**config.mk**
```make
export PLATFORM = sky130hd
export DESIGN_NAME = edge_min_heap_flat
export DESIGN_NICKNAME = d
export VERILOG_FILES = /design/src/rtl/core/emh_pkg.sv /design/src/rtl/core/emh_in_if.sv /design/src/rtl/core/emh_out_if.sv /design/src/rtl/core/emh_ram.sv /design/src/rtl/core/edge_min_heap.sv /design/src/flat_wrapper.sv
export VERILOG_INCLUDE_DIRS = /design/src /design/src/rtl/core
export SDC_FILE = /design/constraint.sdc
export NUM_CORES = 1
export LEC_CHECK = 0
export ABC_AREA = 1
export BUFFER_PORTS_ARGS = -buffer_cell sky130_fd_sc_hd__buf_2
export CAP_MARGIN = 20
export CORE_MARGIN = 3
export CORE_UTILIZATION = 25
export DETAILED_ROUTE_END_ITERATION = 6
export PLACE_DENSITY_LB_ADDON = 0.05
export SYNTH_ARGS = -nofsm -noshare
export SYNTH_HDL_FRONTEND = slang
export SYNTH_HIERARCHICAL = 1
export SYNTH_SLANG_ARGS = --single-unit
```
**constraint.sdc**
```tcl
create_clock -name clk -period 12.3 [get_ports clk]
set_input_delay 1.23 -clock clk [delete_from_list [all_inputs] [get_ports clk]]
set_output_delay 1.23 -clock clk [all_outputs]
set_load 0.1 [all_outputs]
```
**src/rtl/core/edge_min_heap_defines.svh**
```systemverilog
// ----------------------------------------------------------------------------
// edge_min_heap_defines.svh
// Assertion macros shared by the edge min-heap RTL. They sample on clk and
// are disabled while rst_n is low.
// ----------------------------------------------------------------------------
`ifndef EDGE_MIN_HEAP_DEFINES_SVH
`define EDGE_MIN_HEAP_DEFINES_SVH

// check the consequent in the same cycle as the antecedent
`define EMH_ASSERT_NOW(name, ante, cons, msg) \
  name: assert property (@(posedge clk) disable iff (!rst_n) (ante) |-> (cons)) \
    else $error(msg);

// check the consequent in the cycle after the antecedent
`define EMH_ASSERT_NEXT(name, ante, cons, msg) \
  name: assert property (@(posedge clk) disable iff (!rst_n) (ante) |=> (cons)) \
    else $error(msg);

`endif

```
**src/rtl/core/emh_pkg.sv**
```systemverilog
`timescale 1ns / 1ps
// ----------------------------------------------------------------------------
// emh_pkg
// Types and constants of the edge min-heap: the stored edge word, the
// operation codes and the sequencer states.
// ----------------------------------------------------------------------------
package emh_pkg;

  // slot numbers and counts are 4 bits wide on every port
  localparam int unsigned SLOT_W = 4;
  localparam int unsigned VTX_W  = 8;
  localparam int unsigned WT_W   = 16;

  // reset value of the entry count register and of the live count
  localparam logic [SLOT_W-1:0] ENTRY_RESET = 4'd8;

  // one stored edge
  typedef struct packed {
    logic [VTX_W-1:0]       va;
    logic [VTX_W-1:0]       vb;
    logic signed [WT_W-1:0] wt;
  } emh_edge_t;

  localparam int unsigned EDGE_W = $bits(emh_edge_t);

  // operation codes
  typedef enum logic [1:0] {
    MODE_LOAD    = 2'd0,
    MODE_BUILD   = 2'd1,
    MODE_EXTRACT = 2'd2
  } emh_mode_t;

  // sequencer states
  typedef enum logic [3:0] {
    ST_IDLE,
    ST_TOP_RD,
    ST_TOP_CAP,
    ST_BU_NEXT,
    ST_BU_CUR,
    ST_BU_CMP,
    ST_BU_PUT,
    ST_EX_TOP,
    ST_EX_LAST,
    ST_EX_SWAP,
    ST_EX_DOWN,
    ST_EX_LEFT,
    ST_EX_RIGHT,
    ST_EX_CMP,
    ST_EX_PUT,
    ST_DONE
  } emh_state_t;

endpackage

```
**src/rtl/core/emh_in_if.sv**
```systemverilog
`timescale 1ns / 1ps
// ----------------------------------------------------------------------------
// emh_in_if
// Input channel of the edge min-heap: one operation word per handshake.
// ----------------------------------------------------------------------------
interface emh_in_if;
  logic               valid;
  logic               ready;
  logic [1:0]         mode;
  logic [3:0]         slot;
  logic [7:0]         vertex_a;
  logic [7:0]         vertex_b;
  logic signed [15:0] edge_weight;

  modport source (
    output valid, mode, slot, vertex_a, vertex_b, edge_weight,
    input  ready
  );

  modport sink (
    input  valid, mode, slot, vertex_a, vertex_b, edge_weight,
    output ready
  );
endinterface

```
**src/rtl/core/emh_out_if.sv**
```systemverilog
`timescale 1ns / 1ps
// ----------------------------------------------------------------------------
// emh_out_if
// Result channel of the edge min-heap: one result word per handshake.
// ----------------------------------------------------------------------------
interface emh_out_if;
  logic               valid;
  logic               ready;
  logic [7:0]         out_vertex_a;
  logic [7:0]         out_vertex_b;
  logic signed [15:0] out_weight;
  logic [3:0]         live_count;
  logic               status;

  modport source (
    output valid, out_vertex_a, out_vertex_b, out_weight, live_count, status,
    input  ready
  );

  modport sink (
    input  valid, out_vertex_a, out_vertex_b, out_weight, live_count, status,
    output ready
  );
endinterface

```
**src/rtl/core/emh_ram.sv**
```systemverilog
`timescale 1ns / 1ps
// ----------------------------------------------------------------------------
// emh_ram
// Generic single-write, single-read RAM with a registered read port.
// ----------------------------------------------------------------------------
module emh_ram #(
  parameter int unsigned WIDTH = 32,
  parameter int unsigned DEPTH = 8
) (
  input  logic                     clk,
  input  logic                     we,
  input  logic [$clog2(DEPTH)-1:0] waddr,
  input  logic [WIDTH-1:0]         wdata,
  input  logic [$clog2(DEPTH)-1:0] raddr,
  output logic [WIDTH-1:0]         rdata
);

  logic [WIDTH-1:0] mem [DEPTH];

  // write, then register the read word
  always_ff @(posedge clk) begin
    if (we) begin
      mem[waddr] <= wdata;
    end
    rdata <= mem[raddr];
  end

endmodule

```
**src/rtl/core/edge_min_heap.sv**
```systemverilog
`timescale 1ns / 1ps
// ----------------------------------------------------------------------------
// edge_min_heap
// Binary min-heap of weighted edges keyed on a signed 16-bit weight, with
// load, build and extract-minimum operations run by a small sequencer.
// ----------------------------------------------------------------------------
// The block takes one operation word at a time and holds in_ch.ready low
// until that word's result has been placed in the output register; a
// finished result may wait there while the next word is taken. Load and the
// unused mode code read the top slot into the result. Extract reads the top
// and the last entry, swaps them and sinks the moved entry one level per
// child compare; extract on an empty heap goes straight to the result.
// Build sifts each slot up in turn, from the first. The pace is set by the
// single read port of the slot RAM (one word per cycle, registered read)
// and by the one signed comparator that decides every sift step.
// Slots are numbered from 1 and slot 1 is the top. The slot field is 4 bits
// wide, so at most min(DEPTH, 15) slots are ever stored. Stored slots read
// as zero until first written, tracked by one valid flag per slot, so no
// clearing pass follows reset.
// ----------------------------------------------------------------------------
`include "edge_min_heap_defines.svh"

module edge_min_heap
  import emh_pkg::*;
#(
  parameter int unsigned DEPTH = 8
) (
  input  logic              clk,
  input  logic              rst_n,
  emh_in_if.sink            in_ch,
  emh_out_if.source         out_ch,
  input  logic              cfg_we,
  input  logic [SLOT_W-1:0] cfg_wdata
);

  // only slots that a 4-bit slot number can reach are stored
  localparam int unsigned SLOTS = (DEPTH < 15) ? DEPTH : 15;
  localparam int unsigned AW    = $clog2(SLOTS);
  localparam logic [SLOT_W-1:0] SLOTS_C = SLOT_W'(SLOTS);

  emh_state_t state_r, state_nxt;

  logic [SLOT_W-1:0] ec_r, ec_nxt;
  logic [SLOT_W-1:0] live_r, live_nxt;
  logic [SLOT_W-1:0] n_r, n_nxt;
  logic [SLOT_W:0]   bk_r, bk_nxt;
  logic [SLOT_W-1:0] pos_r, pos_nxt;
  logic [SLOT_W-1:0] cpos_r, cpos_nxt;
  emh_edge_t         cur_r, cur_nxt;
  emh_edge_t         child_r, child_nxt;
  emh_edge_t         res_r, res_nxt;
  logic              status_r, status_nxt;
  logic [SLOTS-1:0]  vld_r, vld_nxt;
  logic              rd_vld_r;

  logic              out_valid_r, out_valid_nxt;
  emh_edge_t         out_edge_r, out_edge_nxt;
  logic [SLOT_W-1:0] out_live_r, out_live_nxt;
  logic              out_status_r, out_status_nxt;

  logic              in_acc;
  logic              out_free;
  logic              slot_ok;
  logic              empty;
  logic [SLOT_W-1:0] n_sel;
  logic [SLOT_W:0]   c_slot;
  logic [SLOT_W:0]   live5;

  logic              we;
  logic [SLOT_W:0]   waddr_slot, raddr_slot;
  logic [SLOT_W:0]   waddr_m1, raddr_m1;
  logic [AW-1:0]     waddr, raddr;
  emh_edge_t         wdata;
  emh_edge_t         ram_q;
  emh_edge_t         rd;

  logic signed [WT_W-1:0] cmp_a, cmp_b;
  logic                   heavier;

  // handshake and decode
  assign in_ch.ready = (state_r == ST_IDLE);
  assign in_acc      = in_ch.valid && in_ch.ready;
  assign out_free    = !out_valid_r || out_ch.ready;
  assign slot_ok     = (in_ch.slot != '0) && (in_ch.slot <= SLOTS_C);
  assign empty       = (live_r == '0) || (live_r > SLOTS_C);
  assign n_sel       = (ec_r > SLOTS_C) ? SLOTS_C : ec_r;
  assign c_slot      = {pos_r, 1'b0};
  assign live5       = {1'b0, live_r};

  // slot numbers to RAM addresses
  assign waddr_m1 = waddr_slot - 5'd1;
  assign raddr_m1 = raddr_slot - 5'd1;
  assign waddr    = waddr_m1[AW-1:0];
  assign raddr    = raddr_m1[AW-1:0];

  // slot store
  emh_ram #(
    .WIDTH (EDGE_W),
    .DEPTH (SLOTS)
  ) u_store (
    .clk   (clk),
    .we    (we),
    .waddr (waddr),
    .wdata (wdata),
    .raddr (raddr),
    .rdata (ram_q)
  );

  // never-written slots read as zero
  assign rd = rd_vld_r ? ram_q : '0;

  // shared weight comparator: operands picked by state
  always_comb begin
    cmp_a = cur_r.wt;
    cmp_b = child_r.wt;
    case (state_r)
      ST_BU_CMP: begin
        cmp_a = rd.wt;
        cmp_b = cur_r.wt;
      end
      ST_EX_RIGHT: begin
        cmp_a = child_r.wt;
        cmp_b = rd.wt;
      end
      default: begin
        cmp_a = cur_r.wt;
        cmp_b = child_r.wt;
      end
    endcase
  end

  assign heavier = cmp_a > cmp_b;

  // next state
  always_comb begin
    state_nxt = state_r;
    case (state_r)
      ST_IDLE: begin
        if (in_acc) begin
          case (in_ch.mode)
            MODE_BUILD:   state_nxt = ST_BU_NEXT;
            MODE_EXTRACT: state_nxt = empty ? ST_DONE : ST_EX_TOP;
            default:      state_nxt = ST_TOP_RD;
          endcase
        end
      end
      ST_TOP_RD:   state_nxt = ST_TOP_CAP;
      ST_TOP_CAP:  state_nxt = ST_DONE;
      ST_BU_NEXT:  state_nxt = (bk_r > {1'b0, n_r}) ? ST_TOP_RD : ST_BU_CUR;
      ST_BU_CUR:   state_nxt = (pos_r > 4'd1) ? ST_BU_CMP : ST_BU_NEXT;
      ST_BU_CMP: begin
        if (heavier && (pos_r[3:1] > 3'd1)) begin
          state_nxt = ST_BU_CMP;
        end else begin
          state_nxt = ST_BU_PUT;
        end
      end
      ST_BU_PUT:   state_nxt = ST_BU_NEXT;
      ST_EX_TOP:   state_nxt = ST_EX_LAST;
      ST_EX_LAST:  state_nxt = ST_EX_SWAP;
      ST_EX_SWAP:  state_nxt = ST_EX_DOWN;
      ST_EX_DOWN:  state_nxt = (c_slot > live5) ? ST_EX_PUT : ST_EX_LEFT;
      ST_EX_LEFT:  state_nxt = (c_slot < live5) ? ST_EX_RIGHT : ST_EX_CMP;
      ST_EX_RIGHT: state_nxt = ST_EX_CMP;
      ST_EX_CMP:   state_nxt = heavier ? ST_EX_DOWN : ST_EX_PUT;
      ST_EX_PUT:   state_nxt = ST_DONE;
      ST_DONE:     state_nxt = out_free ? ST_IDLE : ST_DONE;
      default:     state_nxt = ST_IDLE;
    endcase
  end

  // datapath and store access
  always_comb begin
    ec_nxt         = cfg_we ? cfg_wdata : ec_r;
    live_nxt       = live_r;
    n_nxt          = n_r;
    bk_nxt         = bk_r;
    pos_nxt        = pos_r;
    cpos_nxt       = cpos_r;
    cur_nxt        = cur_r;
    child_nxt      = child_r;
    res_nxt        = res_r;
    status_nxt     = status_r;
    out_valid_nxt  = out_valid_r && !out_ch.ready;
    out_edge_nxt   = out_edge_r;
    out_live_nxt   = out_live_r;
    out_status_nxt = out_status_r;
    we             = 1'b0;
    waddr_slot     = 5'd1;
    wdata          = cur_r;
    raddr_slot     = 5'd1;

    case (state_r)
      ST_IDLE: begin
        if (in_acc) begin
          case (in_ch.mode)
            MODE_LOAD: begin
              // write the edge; out-of-range slots are dropped
              we         = slot_ok;
              waddr_slot = {1'b0, in_ch.slot};
              wdata.va   = in_ch.vertex_a;
              wdata.vb   = in_ch.vertex_b;
              wdata.wt   = in_ch.edge_weight;
            end
            MODE_BUILD: begin
              n_nxt    = n_sel;
              bk_nxt   = 5'd1;
              live_nxt = n_sel;
            end
            MODE_EXTRACT: begin
              if (empty) begin
                live_nxt   = '0;
                res_nxt    = '0;
                status_nxt = 1'b1;
              end
            end
            default: begin
              live_nxt = live_r;
            end
          endcase
        end
      end
      ST_TOP_CAP: begin
        res_nxt    = rd;
        status_nxt = 1'b0;
      end
      ST_BU_NEXT: begin
        raddr_slot = bk_r;
        pos_nxt    = bk_r[SLOT_W-1:0];
      end
      ST_BU_CUR: begin
        // hold the rising entry, fetch its parent
        cur_nxt    = rd;
        raddr_slot = {2'b00, pos_r[3:1]};
        if (pos_r <= 4'd1) begin
          bk_nxt = bk_r + 5'd1;
        end
      end
      ST_BU_CMP: begin
        // move a heavier parent down, fetch the next parent
        raddr_slot = {3'b000, pos_r[3:2]};
        if (heavier) begin
          we         = 1'b1;
          waddr_slot = {1'b0, pos_r};
          wdata      = rd;
          pos_nxt    = {1'b0, pos_r[3:1]};
        end
      end
      ST_BU_PUT: begin
        we         = 1'b1;
        waddr_slot = {1'b0, pos_r};
        wdata      = cur_r;
        bk_nxt     = bk_r + 5'd1;
      end
      ST_EX_LAST: begin
        res_nxt    = rd;
        status_nxt = 1'b0;
        raddr_slot = live5;
      end
      ST_EX_SWAP: begin
        // old top goes to the last live slot, last entry sinks from the top
        cur_nxt    = rd;
        we         = 1'b1;
        waddr_slot = live5;
        wdata      = res_r;
        live_nxt   = live_r - 4'd1;
        pos_nxt    = 4'd1;
      end
      ST_EX_DOWN: begin
        if (c_slot <= live5) begin
          raddr_slot = c_slot;
        end
      end
      ST_EX_LEFT: begin
        child_nxt = rd;
        cpos_nxt  = c_slot[SLOT_W-1:0];
        if (c_slot < live5) begin
          raddr_slot = c_slot + 5'd1;
        end
      end
      ST_EX_RIGHT: begin
        // left child wins ties
        if (heavier) begin
          child_nxt = rd;
          cpos_nxt  = cpos_r + 4'd1;
        end
      end
      ST_EX_CMP: begin
        if (heavier) begin
          we         = 1'b1;
          waddr_slot = {1'b0, pos_r};
          wdata      = child_r;
          pos_nxt    = cpos_r;
        end
      end
      ST_EX_PUT: begin
        we         = 1'b1;
        waddr_slot = {1'b0, pos_r};
        wdata      = cur_r;
      end
      ST_DONE: begin
        if (out_free) begin
          out_valid_nxt  = 1'b1;
          out_edge_nxt   = res_r;
          out_live_nxt   = live_r;
          out_status_nxt = status_r;
        end
      end
      default: begin
        we = 1'b0;
      end
    endcase
  end

  // mark written slots
  always_comb begin
    vld_nxt = vld_r;
    if (we) begin
      vld_nxt[waddr] = 1'b1;
    end
  end

  // control registers
  always_ff @(posedge clk) begin
    if (!rst_n) begin
      state_r     <= ST_IDLE;
      ec_r        <= ENTRY_RESET;
      live_r      <= ENTRY_RESET;
      vld_r       <= '0;
      out_valid_r <= 1'b0;
    end else begin
      state_r     <= state_nxt;
      ec_r        <= ec_nxt;
      live_r      <= live_nxt;
      vld_r       <= vld_nxt;
      out_valid_r <= out_valid_nxt;
    end
  end

  // payload registers
  always_ff @(posedge clk) begin
    n_r          <= n_nxt;
    bk_r         <= bk_nxt;
    pos_r        <= pos_nxt;
    cpos_r       <= cpos_nxt;
    cur_r        <= cur_nxt;
    child_r      <= child_nxt;
    res_r        <= res_nxt;
    status_r     <= status_nxt;
    rd_vld_r     <= vld_r[raddr];
    out_edge_r   <= out_edge_nxt;
    out_live_r   <= out_live_nxt;
    out_status_r <= out_status_nxt;
  end

  // result port
  assign out_ch.valid        = out_valid_r;
  assign out_ch.out_vertex_a = out_edge_r.va;
  assign out_ch.out_vertex_b = out_edge_r.vb;
  assign out_ch.out_weight   = out_edge_r.wt;
  assign out_ch.live_count   = out_live_r;
  assign out_ch.status       = out_status_r;

  // checks
  `EMH_ASSERT_NEXT(a_busy_after_accept, in_acc, !in_ch.ready,
    "sequencer did not leave idle after accepting a word")
  `EMH_ASSERT_NEXT(a_result_posted, (state_r == ST_DONE) && out_free, out_ch.valid,
    "finished result was not posted to the output register")
  `EMH_ASSERT_NOW(a_child_in_range, state_r == ST_EX_CMP,
    (cpos_r <= live_r) && (cpos_r > pos_r),
    "sift-down child slot outside the live heap")
  `EMH_ASSERT_NOW(a_empty_result, out_ch.valid && out_ch.status,
    (out_ch.live_count == '0) && (out_ch.out_weight == '0),
    "empty-heap status with a nonzero count or weight")

endmodule

```
**src/flat_wrapper.sv**
```systemverilog
// flat-port wrapper written by rule: the top's interface ports become plain ports
module edge_min_heap_flat import emh_pkg::*;
#(
  parameter int unsigned DEPTH = 8
)
  (clk, rst_n, cfg_we, cfg_wdata, in_ch_valid, in_ch_mode, in_ch_slot, in_ch_vertex_a, in_ch_vertex_b, in_ch_edge_weight, in_ch_ready, out_ch_valid, out_ch_out_vertex_a, out_ch_out_vertex_b, out_ch_out_weight, out_ch_live_count, out_ch_status, out_ch_ready);
  emh_in_if in_ch_i ();
  emh_out_if out_ch_i ();
  input  logic clk;
  input  logic rst_n;
  input  logic cfg_we;
  input  logic [SLOT_W-1:0] cfg_wdata;
  input wire logic [$bits(in_ch_i.valid)-1:0] in_ch_valid;
  input wire logic [$bits(in_ch_i.mode)-1:0] in_ch_mode;
  input wire logic [$bits(in_ch_i.slot)-1:0] in_ch_slot;
  input wire logic [$bits(in_ch_i.vertex_a)-1:0] in_ch_vertex_a;
  input wire logic [$bits(in_ch_i.vertex_b)-1:0] in_ch_vertex_b;
  input wire logic [$bits(in_ch_i.edge_weight)-1:0] in_ch_edge_weight;
  output wire logic [$bits(in_ch_i.ready)-1:0] in_ch_ready;
  output wire logic [$bits(out_ch_i.valid)-1:0] out_ch_valid;
  output wire logic [$bits(out_ch_i.out_vertex_a)-1:0] out_ch_out_vertex_a;
  output wire logic [$bits(out_ch_i.out_vertex_b)-1:0] out_ch_out_vertex_b;
  output wire logic [$bits(out_ch_i.out_weight)-1:0] out_ch_out_weight;
  output wire logic [$bits(out_ch_i.live_count)-1:0] out_ch_live_count;
  output wire logic [$bits(out_ch_i.status)-1:0] out_ch_status;
  input wire logic [$bits(out_ch_i.ready)-1:0] out_ch_ready;
  assign in_ch_i.valid = in_ch_valid;
  assign in_ch_i.mode = in_ch_mode;
  assign in_ch_i.slot = in_ch_slot;
  assign in_ch_i.vertex_a = in_ch_vertex_a;
  assign in_ch_i.vertex_b = in_ch_vertex_b;
  assign in_ch_i.edge_weight = in_ch_edge_weight;
  assign in_ch_ready = in_ch_i.ready;
  assign out_ch_valid = out_ch_i.valid;
  assign out_ch_out_vertex_a = out_ch_i.out_vertex_a;
  assign out_ch_out_vertex_b = out_ch_i.out_vertex_b;
  assign out_ch_out_weight = out_ch_i.out_weight;
  assign out_ch_live_count = out_ch_i.live_count;
  assign out_ch_status = out_ch_i.status;
  assign out_ch_i.ready = out_ch_ready;
  edge_min_heap #(.DEPTH(DEPTH)) u_core (.clk(clk), .rst_n(rst_n), .in_ch(in_ch_i), .out_ch(out_ch_i), .cfg_we(cfg_we), .cfg_wdata(cfg_wdata));
endmodule
```
======== Word level (Yosys, flattened, before mapping) ========
Memories as Yosys holds them, arrays and structs flattened. A register that Yosys moved wholly into a read port is not among the register bits.
Cells that the tools add are included.
storage, ports and cells
  flip-flop bits (word level) ............. 173
  RAM bits ................................ 256
  output and inout port bits .............. 39
  memories kept ........................... 1
cells by class
  add/sub/neg operators ................... 6
  $lt $le $gt $ge ......................... 14
  equal/unequal tests ..................... 27
  muxes and demuxes ....................... 62
  bitwise operators ....................... 1
  reduce and logical (&&, ||, !) cells .... 31
memory list
  name                words  width  read ports  clocked after Yosys merged registers in  write ports  line           source
  u_core.u_store.mem  8      32     1           1                                        1            emh_ram.sv:18  logic [WIDTH-1:0] mem [DEPTH];
operators with widths
  operator                                                                      count
  32-bit two-way mux                                                            9
  32-bit case mux with 2 select lines                                           2
  32-bit case mux with 4 select lines                                           1
  16-bit case mux with 2 select lines                                           2
  4-bit case mux with 15 select lines                                           1
  4-bit two-way mux                                                             9
  4-bit equality test, second input constant                                    8
  4-bit case mux with 2 select lines                                            4
  3-bit two-way mux                                                             9
  3-bit case mux with 6 select lines                                            1
  4-bit by 3-bit equality test with 1-bit output, second input constant         4
  16-bit > comparator                                                           1
  4-bit case mux with 4 select lines                                            1
  5-bit two-way mux                                                             3
  5-bit case mux with 3 select lines                                            1
  1-bit two-way mux                                                             13
  3-bit case mux with 4 select lines                                            1
  4-bit AND reduction                                                           3
  5-bit by 4-bit > comparator with 1-bit output                                 2
  2-bit OR reduction                                                            5
  4-bit by 2-bit equality test with 1-bit output, second input constant         2
  4-bit > comparator, second input constant                                     2
  4-bit logical NOT                                                             2
  3-bit by 4-bit less-than comparator with 1-bit output, second input constant  2
  34 further kinds                                                              53

======== Longest topological paths before layout ========
Gate-level depths: netlist (run 1).
  depth after elaboration ................. 11
  mapped depth ............................ 30
  gate-level depth less buffers ........... 29

======== By module ========
Netlist (run 1), hierarchy kept.
modules (own cells, without submodules)
  module         times used  cells each  area an instance (sq um)  sequential area each (sq um)
  emh_ram        1           1156        11872.6                   8328.0
  edge_min_heap  1           1091        9489.1                    4974.8

======== Worst setup path after synthesis (run 1) ========
OpenSTA, ideal clock, no wires.
  path kind ............................... reg2reg
  start point ............................. register u_core.state_r[0]
  end point ............................... memory u_core.u_store.mem[2][0] (enable)
  data arrival time ....................... 4.715 ns
  required time ........................... 11.879 ns
  setup slack ............................. 7.164 ns
  cell stages (with the launch flop) ...... 25
  cells stage by stage .................... dfxtp_1 > nor2_4 > inv_2 > nor2_2 > clkinv_1 > clkbuf_1 > o22ai_1 > a21oi_1 > ha_1 > a21oi_1 > o21ai_1 > a21oi_1 > nand2_1 > nand2_1 > nand3_2 > o21ai_1 > nand2_2 > inv_1 > ha_1 > inv_1 > nand2_1 > nand2_1 > inv_1 > nand2_1 > nor2_1
RTL lines
  what                                                                                   line                                        source
  start: declaration                                                                     edge_min_heap.sv:41                         emh_state_t state_r, state_nxt;
  start signal: assignment                                                               edge_min_heap.sv:332                        state_r <= state_nxt;
  4-bit equality test or 4-bit by 3-bit equality test with 1-bit output (tied branches)  edge_min_heap.sv:116, edge_min_heap.sv:193
  16-bit case mux with 2 select lines                                                    edge_min_heap.sv:116                        case (state_r)
  16-bit > comparator                                                                    edge_min_heap.sv:132                        assign heavier = cmp_a > cmp_b;
  3-bit two-way mux                                                                      edge_min_heap.sv:242, edge_min_heap.sv:289
  3-bit case mux with 4 select lines (*)                                                 edge_min_heap.sv:193                        case (state_r)
  3-bit by 1-bit subtractor with 3-bit output (*)                                        edge_min_heap.sv:91                         assign waddr_m1 = waddr_slot - 5'd1;
  via u_core.waddr_m1[0]                                                                 edge_min_heap.sv:71                         logic [SLOT_W:0] waddr_m1, raddr_m1;
  end: declaration                                                                       emh_ram.sv:18
The timed path passes the listed nets; every way through them passes the cells marked *.

======== Worst setup path after layout (run 1) ========
  start point ............................. register u_core.state_r[0]
  end point ............................... memory u_core.u_store.mem[4][13] (enable)
The elaborated chain is that of the path after synthesis.

==> flow_metrics.py, run 1 <==
metrics = {
    "power_and_ir_drop": {
        "power.density_mw_per_mm2": 310,
        "leakage_nw": 10.5,
        "vdd_drop_max_uv": 135,
    },
    "clocking": {
        "cts_root_buf": "clkbuf_16",
        "numCtsBuffers": 54,
        "postCtsResizedCells": 0,
        "cts_buffer_depth": 3,
        "cts_sinks": 461,
        "holdBufCountCts": 0,
        "tritoncts": "built",
        "cts_setup_buffers": 0,
        "clock_latency_ns": 0.60,
        "clkTransAtPathRegs_ns": 0.06,
        "htreeDepth": 2,
    },
    "timing": {
        "slew_viol_final": 0,
        "finalHoldViolations": 0,
        "fmax_mhz": 141,
        "rsz0062_at_grt": "false",
        "setup_violations": 0,
        "worst_pin_slew_ns": 1.13,
        "finClkSkew_ns": 0.0239,
        "tns_ns": 0,
        "fin_crit_sh_pct": 57.8,
        "fin_crit_ns": 7.11,
        "max-slew-margin-rel_pct": 23.9,
    },
    "outcome": {
        "status": "completed",
    },
    "detailed_routing": {
        "wl_met1_mm": 33.9,
        "top_layer_used": "met4",
        "vias": 15463,
        "wl_met3_mm": 2.79,
        "route.detailed.drc": 0,
        "drt-pass1-iter-count": 5,
        "wl_mm": 69.0,
        "wire_per_inst_um": 19.7,
        "antenna_left": 0,
        "avgViaCountPerCell": 4.41,
        "dr_wl_met2_mm": 30.8,
        "drt_iter0_markers": 1150,
    },
    "setup_path": {
        "cp_data_required_time_ns": 12.56,
        "crit_type": "register to register",
        "cpMostUsedCell": "nand2_1",
        "crit_buf_inv": 7,
        "arrival_ns": 7.37,
        "slowest_delay_ns": 0.93,
        "crit_slowest_cell": "inv_2",
        "crit_family": "simple AND/OR/NAND/NOR gates",
        "crit_path_end_kind": "register",
        "cp-start-kind": "register",
        "critPathMaxFanout": 37,
    },
    "synthesis": {
        "yosysMostFrequentCell": "nand2_1",
        "synth_largest_area_cell": "edfxtp_1",
        "netlist_area_mm2": 0.0214,
        "synth_cells": 2247,
        "yosys.area.top_type_share_pct": 57.2,
        "synthTopCellsByArea": "edfxtp_1, nand2_1, inv_1",
        "synth_seq_area_share_pct": 62.3,
        "async_flop_share_pct": 0,
        "yosys_most_used_dff": "edfxtp_1",
        "synth_edf_count": 407,
        "synth_warnings": 6,
        "ys_types": 46,
        "synth_nets": 2325,
        "synth_common_cells": "nand2_1, edfxtp_1, inv_1",
        "syn_avg_cell_area_um2": 9.51,
        "ys_seq_elements": 461,
    },
    "cells_and_area": {
        "num-nets-final": 2405,
        "area_growth_pct": 16.2,
        "diodes": 0,
        "stdcell_count": 3504,
        "drive_above_1_share_pct": 10.3,
        "fillers": 8868,
    },
    "place": {
        "hpwlAfterDp_mm": 43.8,
        "place_congestion": 0.811,
        "placed_cells": 3404,
        "numPortBuffers": 85,
    },
    "die": {
        "start_util_pct": 25.4,
        "core_area_mm2": 0.0841,
        "num_rows": 106,
        "die_width_um": 298,
        "fp.dieArea_mm2": 0.0890,
        "io_pins": 86,
        "fp.dieH_um": 298,
    },
    "grt": {
        "antenna_found_initial": 3,
        "grt_pass1_wl_mm": 103,
        "grt_max_degree": 66,
        "grt_pass1_vias": 15497,
        "grt_usage_pct": 15.4,
        "grt-ovfl-total": 0,
    },
    "run": {
        "max_cap_violations": 0,
    },
    "worst_hold_path": {
        "worstHoldPathType": "register to register",
    },
}
## sequential cells by signal, summed over array words and instances, names as in the netlist
name	count
u_core/bk_r	5
u_core/child_r	32
u_core/cpos_r	4
u_core/cur_r	32
u_core/ec_r	4
u_core/live_r	4
u_core/n_r	4
u_core/out_ch.live_count	4
u_core/out_ch.out_vertex_a	8
u_core/out_ch.out_vertex_b	8
u_core/out_ch.out_weight	16
u_core/out_ch.status	1
u_core/out_ch.valid	1
u_core/pos_r	4
u_core/rd_vld_r	1
u_core/res_r	32
u_core/state_r	4
u_core/status_r	1
u_core/u_store/mem	256
u_core/u_store/rdata	32
u_core/vld_r	8
## cell families (layout without fill, tap and decap cells)
kind of cell | after synthesis | in the layout | share of synthesized area, %
fa+ha+maj | 31 | 31 | 1.82
compound gates | 270 | 270 | 7.30
simple gates | 981 | 981 | 18.9
xor+xnor | 5 | 5 | 0.205
flops | 461 | 461 | 62.3
buf+inv | 499 | 622 | 9.45
## where the power goes
part | internal (mW) | total (mW) | switching (mW)
sequential | 2.37 | 2.52 | 0.149
combinational | 0.837 | 3.60 | 2.76
clock | 0.928 | 1.59 | 0.659
total | 4.14 | 7.70 | 3.57
## placed cells by master, fill, tap and decap left out, types with 5 or more instances in the layout
cell type,n
nand4_1,24
nor2_4,14
clkbuf_1,14
o311ai_0,7
o221ai_1,16
o21ai_0,96
nand2_1,666
inv_2,13
edfxtp_1,407
inv_1,390
clkinv_2,11
dfxtp_1,54
o211ai_1,5
o22ai_1,26
nor2_1,104
a21oi_1,81
nor3_1,6
clkinvlp_4,5
buf_4,30
o21ai_1,16
ha_1,31
clkinv_1,5
buf_2,85
a41oi_1,6
nand3_1,150
clkbuf_16,55
## worst paths after layout
path | slack, ns | depth (start not counted) | startpoint | endpoint
min reg2reg | 0.42 | 0 | u_core/status_r$_DFFE_PP_ | u_core/out_ch.status$_DFFE_PP_
min | 0.42 | 0 | u_core/status_r$_DFFE_PP_ | u_core/out_ch.status$_DFFE_PP_
max reg2reg | 5.19 | 25 | u_core/state_r[0]$_SDFFE_PN0N_ | u_core/u_store/mem[4][13]$_DFFE_PP_
max | 5.19 | 25 | u_core/state_r[0]$_SDFFE_PN0N_ | u_core/u_store/mem[4][13]$_DFFE_PP_
## per-stage QoR
step           worst slack [ns]  hold WS, ns  area (µm²)  utilization (%)  power, mW
5_1_grt                    4.59        0.432       24800             29.5       8.33
2_1_floorplan              7.16        0.400       21400                -       4.77
6_report                   5.19        0.419       24800             29.5       7.70
3_3_place_gp               5.28        0.403       23100             27.4       6.23
4_1_cts                    5.05        0.419       24800             29.5       7.86
3_5_place_dp               5.07        0.405       23100             27.4       6.22
## final cells by class
cell class                      count  area (µm²)  share of cell area, %
Tap cell                         1134        1420                   5.72
Clock buffer                       73        1480                   5.98
Timing Repair Buffer              116         678                   2.73
Clock inverter                     26         249                   1.00
Multi-Input combinational cell   1287        6150                   24.8
Inverter                          407        1540                   6.19
Sequential cell                   461       13300                   53.6
## per-layer routing
layer / up-vias / global-route usage [%]
met5: - / 0
met4: 0 / 3.80
met3: 77 / 2.23
met2: 315 / 24.4
met1: 7556 / 22.0
li1: 7515 / -
## worst reg2reg max path: stages, from the launching register on
cell,delay [ns]
dfxtp_1,0.43
inv_1,0.08
nor2_2,0.19
nand2_1,0.58
inv_2,0.94
nor2_4,0.24
inv_1,0.50
o221ai_1,0.22
ha_1,0.40
nand2_1,0.12
nor3_2,0.24
nand2_1,0.12
nand2_1,0.09
nand2_1,0.06
nand3_2,0.05
buf_4,0.39
o21ai_1,0.14
nand2_2,0.14
inv_1,0.08
ha_1,0.23
inv_1,0.08
nand2_1,0.05
nand2_1,0.18
nand2_1,0.19
nor2_4,0.63
buf_4,0.41
No activity file was read; power rests on OpenSTA's default activity.
==> inputs of run 2 (changes only) <==
==> constraint.sdc (replaced) <==
create_clock -name clk -period 6 [get_ports clk]
set_input_delay 0.6 -clock clk [delete_from_list [all_inputs] [get_ports clk]]
set_output_delay 0.6 -clock clk [all_outputs]
set_load 0.1 [all_outputs]
==> flow_metrics.py, run 2 (synthesis results as in run 1) <==
metrics = {
    "clocking": {
        "cts_sinks": 461,
        "holdBufCountCts": 0,
        "numCtsBuffers": 55,
        "cts_buffer_depth": 3,
        "tritoncts": "built",
        "postCtsResizedCells": 0,
        "cts_setup_buffers": 0,
        "clock_latency_ns": 0.61,
        "clkTransAtPathRegs_ns": 0.06,
        "cts_root_buf": "clkbuf_16",
        "htreeDepth": 2,
    },
    "setup_path": {
        "rr_endpoint": "u_core/u_store/mem[6][9]$_DFFE_PP_",
        "cp-start-kind": "register",
        "startpoint": "u_core/state_r[0]$_SDFFE_PN0N_",
        "crit_path_end_kind": "register",
        "ff2ff_path_depth": 22,
        "regToRegSetupSlack_ns": 0.67,
        "crit_type": "register to register",
        "cp_data_required_time_ns": 6.29,
        "critPathCapture": "u_core/u_store/mem[6][9]$_DFFE_PP_",
        "arrival_ns": 5.61,
        "critPathMaxFanout": 20,
        "r2r_start": "u_core/state_r[0]$_SDFFE_PN0N_",
    },
    "place": {
        "place_congestion": 0.820,
        "numPortBuffers": 85,
        "hpwlAfterDp_mm": 43.6,
    },
    "grt": {
        "grt_usage_pct": 15.2,
        "grt_pass1_wl_mm": 102,
        "grt_pass1_vias": 15179,
        "grt_max_degree": 137,
        "antenna_found_initial": 1,
        "grt-ovfl-total": 0,
    },
    "cells_and_area": {
        "final_cell_mix": "nand2_1, edfxtp_1, inv_1",
        "largest_reg_flops": 256,
        "area_growth_pct": 17.0,
        "top_register": "u_core/u_store/mem",
        "num-nets-final": 2426,
        "final_util_pct": 29.7,
        "drive_above_1_share_pct": 10.7,
        "final_common_cell": "nand2_1",
    },
    "timing": {
        "rsz0062_at_grt": "false",
        "fin_crit_ns": 5.33,
        "fmax_mhz": 188,
        "finalHoldViolations": 0,
        "slew_viol_final": 0,
        "max-slew-margin-rel_pct": 31.1,
        "setup_violations": 0,
        "finClkSkew_ns": 0.0217,
        "fin_crit_sh_pct": 88.8,
        "tns_ns": 0,
        "worst_pin_slew_ns": 1.02,
        "fin_hold_ws_ns": 0.223,
    },
    "die": {
        "io_pins": 86,
        "core_area_mm2": 0.0841,
        "die_width_um": 298,
        "start_util_pct": 25.4,
        "fp.dieH_um": 298,
        "num_rows": 106,
        "fp.dieArea_mm2": 0.0890,
    },
    "power_and_ir_drop": {
        "power.density_mw_per_mm2": 648,
        "vdd_drop_max_uv": 716,
        "leakage_nw": 10.6,
    },
    "detailed_routing": {
        "wl_mm": 68.4,
        "wire_per_inst_um": 19.4,
        "drt_iter0_markers": 912,
        "route.detailed.drc": 0,
        "drt-pass1-iter-count": 5,
        "vias": 15445,
        "antenna_left": 0,
        "avgViaCountPerCell": 4.38,
    },
    "worst_hold_path": {
        "worstHoldPathType": "primary input to register",
        "hold_depth": 3,
    },
    "outcome": {
        "status": "completed",
    },
    "run": {
        "max_cap_violations": 0,
    },
}
run 2: worst min path at each step:
stage                                    from                             end  slack [ns]
floorplan           u_core/status_r$_DFFE_PP_  u_core/out_ch.status$_DFFE_PP_        0.40
global placement    u_core/status_r$_DFFE_PP_  u_core/out_ch.status$_DFFE_PP_        0.40
detailed placement  u_core/status_r$_DFFE_PP_  u_core/out_ch.status$_DFFE_PP_        0.41
CTS                              cfg_wdata[3]     u_core/ec_r[3]$_SDFFE_PN1P_        0.18
global route                     cfg_wdata[3]     u_core/ec_r[3]$_SDFFE_PN1P_        0.21
finish                           cfg_wdata[3]     u_core/ec_r[3]$_SDFFE_PN1P_        0.22
run 2: power by group:
group / switching, mW / total [mW] / internal, mW / leakage, nW
combinational: 5.89 / 7.82 / 1.93 / 5.57
sequential: 0.281 / 5.13 / 4.85 / 4.15
clock: 1.37 / 3.25 / 1.88 / 0.845
total: 7.54 / 16.2 / 8.66 / 10.6
run 2: final cells by class:
class                   count  area (µm²)
diodes                      1        2.50
clock buffers              80        1560
clock inverters            22         168
fillers                  8851       59100
inverters                 407        1530
multi-input cells        1287        6150
flip-flops and latches    461       13300
well taps                1134        1420
repair buffers            136         866
run 2: worst max-delay path: stages (launching register included):
cell      delay [ns]
dfxtp_1         0.37
nor2_4          0.17
inv_2           0.08
nor2_2          0.28
nor2_4          0.08
inv_1           0.46
o221ai_1        0.21
ha_1            0.39
a21oi_1         0.16
o21ai_1         0.07
a21oi_1         0.22
nand2_1         0.11
nand2_1         0.07
nand2_1         0.06
nand3_1         0.13
a21oi_1         0.09
a221oi_1        0.40
ha_1            0.27
nand4_1         0.10
nand2_1         0.29
nand2_1         0.20
nor2_4          0.39
buf_4           0.37
run 2: per-layer routing:
| layer | vias to the layer above | wire length [µm] | GRT usage (%) |
|---|---|---|---|
| li1 | 7575 | - | - |
| met5 | - | 0 | 0 |
| met2 | 297 | 28900 | 22.7 |
| met3 | 100 | 2630 | 2.41 |
| met1 | 7473 | 35000 | 22.4 |
| met4 | 0 | 1860 | 4.72 |
run 2: through the flow:
step | worst slack [ns] | std cells | area, µm² | power [mW]
final | 0.674 | 3528 | 25000 | 16.2
after global routing | 0.159 | 3527 | 25000 | 17.5
after CTS | 0.636 | 3525 | 25000 | 16.5
after detailed placement | 0.664 | 3423 | 23200 | 13.1
after global placement | 0.869 | 3423 | 23200 | 13.1
after floorplan | 0.864 | 2247 | 21400 | 9.78
==> inputs of run 3 (changes only) <==
--- a/config.mk
+++ b/config.mk
@@ -6,9 +6,8 @@
 export SDC_FILE = /design/constraint.sdc
 export NUM_CORES = 1
 export LEC_CHECK = 0
-export ABC_AREA = 1
 export BUFFER_PORTS_ARGS = -buffer_cell sky130_fd_sc_hd__buf_2
-export CAP_MARGIN = 20
+export CAP_MARGIN = 25
 export CORE_MARGIN = 3
 export CORE_UTILIZATION = 25
 export DETAILED_ROUTE_END_ITERATION = 6
==> flow_metrics.py, run 3 <==
metrics = {
    "outcome": {
        "status": "completed",
    },
    "setup_path": {
        "critPathMaxFanout": 23,
        "critPathCapture": "u_core/u_store/mem[4][23]$_DFFE_PP_",
        "arrival_ns": 5.83,
        "crit_path_end_kind": "register",
        "ff2ff_path_depth": 22,
        "rr_endpoint": "u_core/u_store/mem[4][23]$_DFFE_PP_",
        "cp_data_required_time_ns": 6.28,
        "regToRegSetupSlack_ns": 0.45,
        "r2r_start": "u_core/state_r[1]$_SDFFE_PN0N_",
        "cp-start-kind": "register",
        "startpoint": "u_core/state_r[1]$_SDFFE_PN0N_",
        "crit_type": "register to register",
    },
    "synthesis": {
        "synth_edf_count": 407,
        "synth_seq_area_share_pct": 67.2,
        "async_flop_share_pct": 0,
        "synthTopCellsByArea": "edfxtp_1, dfxtp_1, mux4_1",
        "yosys_most_used_dff": "edfxtp_1",
        "ys_types": 61,
        "synth_common_cells": "edfxtp_1, nor2_1, nand2_1",
        "synth_largest_area_cell": "edfxtp_1",
        "synth_cells": 1344,
        "netlist_area_mm2": 0.0198,
        "yosysMostFrequentCell": "edfxtp_1",
        "yosys.area.top_type_share_pct": 61.7,
        "synth_nets": 1422,
        "synth_warnings": 6,
        "syn_avg_cell_area_um2": 14.7,
        "ys_seq_elements": 461,
    },
    "clocking": {
        "numCtsBuffers": 53,
        "tritoncts": "built",
        "clock_latency_ns": 0.62,
        "clkTransAtPathRegs_ns": 0.06,
        "cts_sinks": 461,
        "htreeDepth": 2,
        "cts_buffer_depth": 3,
        "cts_root_buf": "clkbuf_16",
        "holdBufCountCts": 0,
    },
    "power_and_ir_drop": {
        "vdd_drop_max_uv": 429,
        "leakage_nw": 8.28,
        "power.density_mw_per_mm2": 595,
    },
    "worst_hold_path": {
        "hp-start": "cfg_wdata[3]",
        "worstHoldPathType": "primary input to register",
    },
    "cells_and_area": {
        "top_register": "u_core/u_store/mem",
        "drive_above_1_share_pct": 20.9,
        "final_cell_mix": "edfxtp_1, nor2_1, nand2_1",
        "num-nets-final": 1548,
        "final_common_cell": "edfxtp_1",
        "final_util_pct": 30.5,
        "area_growth_pct": 20.3,
        "largest_reg_flops": 256,
    },
    "detailed_routing": {
        "wl_met3_mm": 2.33,
        "route.detailed.drc": 0,
        "dr_wl_met2_mm": 27.8,
        "drt_iter0_markers": 897,
        "vias": 12009,
        "wl_met1_mm": 29.0,
        "wire_per_inst_um": 23.7,
        "top_layer_used": "met4",
        "wl_mm": 60.6,
        "antenna_left": 0,
        "avgViaCountPerCell": 4.70,
        "drt-pass1-iter-count": 5,
    },
    "die": {
        "core_area_mm2": 0.0780,
        "fp.dieH_um": 287,
        "num_rows": 102,
        "start_util_pct": 25.4,
        "io_pins": 86,
        "die_width_um": 287,
        "fp.dieArea_mm2": 0.0826,
    },
    "timing": {
        "worst_pin_slew_ns": 1.12,
        "setup_violations": 0,
        "rsz0062_at_grt": "true",
        "fin_crit_ns": 5.55,
        "fmax_mhz": 180,
        "slew_viol_final": 0,
        "tns_ns": 0,
        "fin_crit_sh_pct": 92.5,
        "max-slew-margin-rel_pct": 25.6,
        "finClkSkew_ns": 0.0254,
        "finalHoldViolations": 0,
    },
    "grt": {
        "grt_pass1_vias": 12160,
        "grt-ovfl-total": 0,
        "grt_max_degree": 67,
        "grt_usage_pct": 14.5,
        "grt_pass1_wl_mm": 87.4,
        "antenna_found_initial": 3,
    },
    "run": {
        "max_cap_violations": 0,
    },
    "place": {
        "place_congestion": 0.806,
        "numPortBuffers": 85,
        "hpwlAfterDp_mm": 39.4,
    },
}
-- run 3: changes by cell type after synthesis, sizes merged, moves of 33 or more --
cell	delta
mux4	+66
nand3	-132
nand2	-583
mux2	+33
o21ai	-70
inv	-327
-- run 3: through the flow --
step / instance area (µm²) / total power, mW / hold slack [ns] / std cells / setup WS [ns]
2_1_floorplan: 19900 / 8.52 / 0.400 / 1344 / 0.000232
3_3_place_gp: 21800 / 10.8 / 0.411 / 2445 / 0.287
3_5_place_dp: 21800 / 10.8 / 0.410 / 2446 / 0.222
4_1_cts: 23700 / 14.4 / 0.178 / 2545 / 0.214
5_1_grt: 23800 / 15.0 / 0.206 / 2554 / -0.0224
6_report: 23800 / 14.2 / 0.225 / 2557 / 0.452
-- run 3: area by class of cell --
class	count	area, µm²
clock buffer	62	1360
multi-input combinational	725	5980
inverter	79	298
fill	7761	54200
clock inverter	37	552
sequential	461	13300
timing repair buffer	150	1010
tap	1040	1300
antenna	3	7.51
-- run 3: metal layers --
layer | track usage, % | vias to the layer above
met1 | 20.8 | 6172
met5 | 0 | -
met2 | 23.0 | 253
met4 | 3.90 | 0
li1 | - | 5495
met3 | 1.97 | 89
-- run 3: how the worst min path moves through the flow --
| stage | to | cells after the start | slack [ns] |
|---|---|---|---|
| after floorplan | u_core/out_ch.status$_DFFE_PP_ | 0 | 0.40 |
| after global placement | u_core/out_ch.status$_DFFE_PP_ | 0 | 0.41 |
| after detailed placement | u_core/out_ch.status$_DFFE_PP_ | 0 | 0.41 |
| after CTS | u_core/ec_r[3]$_SDFFE_PN1P_ | 3 | 0.18 |
| after global routing | u_core/ec_r[3]$_SDFFE_PN1P_ | 3 | 0.21 |
| final | u_core/ec_r[3]$_SDFFE_PN1P_ | 3 | 0.22 |
-- run 3: logic make-up (layout without fill, tap and decap cells) --
| kind of cell | after synthesis | count (layout) | share of synthesized area [%] |
|---|---|---|---|
| other | 0 | 3 | 0 |
| AND/OR/NAND/NOR | 286 | 286 | 6.34 |
| AO/OA/AOI/OAI | 290 | 290 | 10.1 |
| adder cells (fa/ha/maj) | 31 | 31 | 1.96 |
| XOR/XNOR | 9 | 9 | 0.398 |
| flip-flops | 461 | 461 | 67.2 |
| multiplexers | 109 | 109 | 10.6 |
| buffers and inverters | 158 | 328 | 3.38 |
-- run 3: worst max-delay path, stage by stage, from the launching register on --
cell and delay [ns]:
dfxtp_1 0.34, buf_4 0.29, nor2_1 0.14, nand3_1 0.11, buf_4 0.28, nor2_1 0.08, a221oi_1 0.23, ha_1 0.25
nand4_1 0.21, a2111o_1 0.46, and4b_1 0.27, nor2_1 0.15, o21ai_0 0.09, a222oi_1 0.33, ha_1 0.33, a21oi_1 0.06
mux2i_1 0.15, nand3_1 0.08, a311o_1 0.41, inv_1 0.24, nand2_2 0.20, nor3_4 0.20, buf_4 0.30
-- run 3: repair_timing --
| action | in CTS | in global routing |
|---|---|---|
| setup endpoints to repair | 0 | 137 |
| gates resized for setup | 0 | 2 |
| setup buffers | 0 | 6 |
-- run 3: power breakdown --
group,switching (mW),total (mW),internal [mW]
sequential,0.259,4.99,4.73
combinational,3.65,5.64,1.99
clock,1.35,3.54,2.19
total,5.26,14.2,8.91
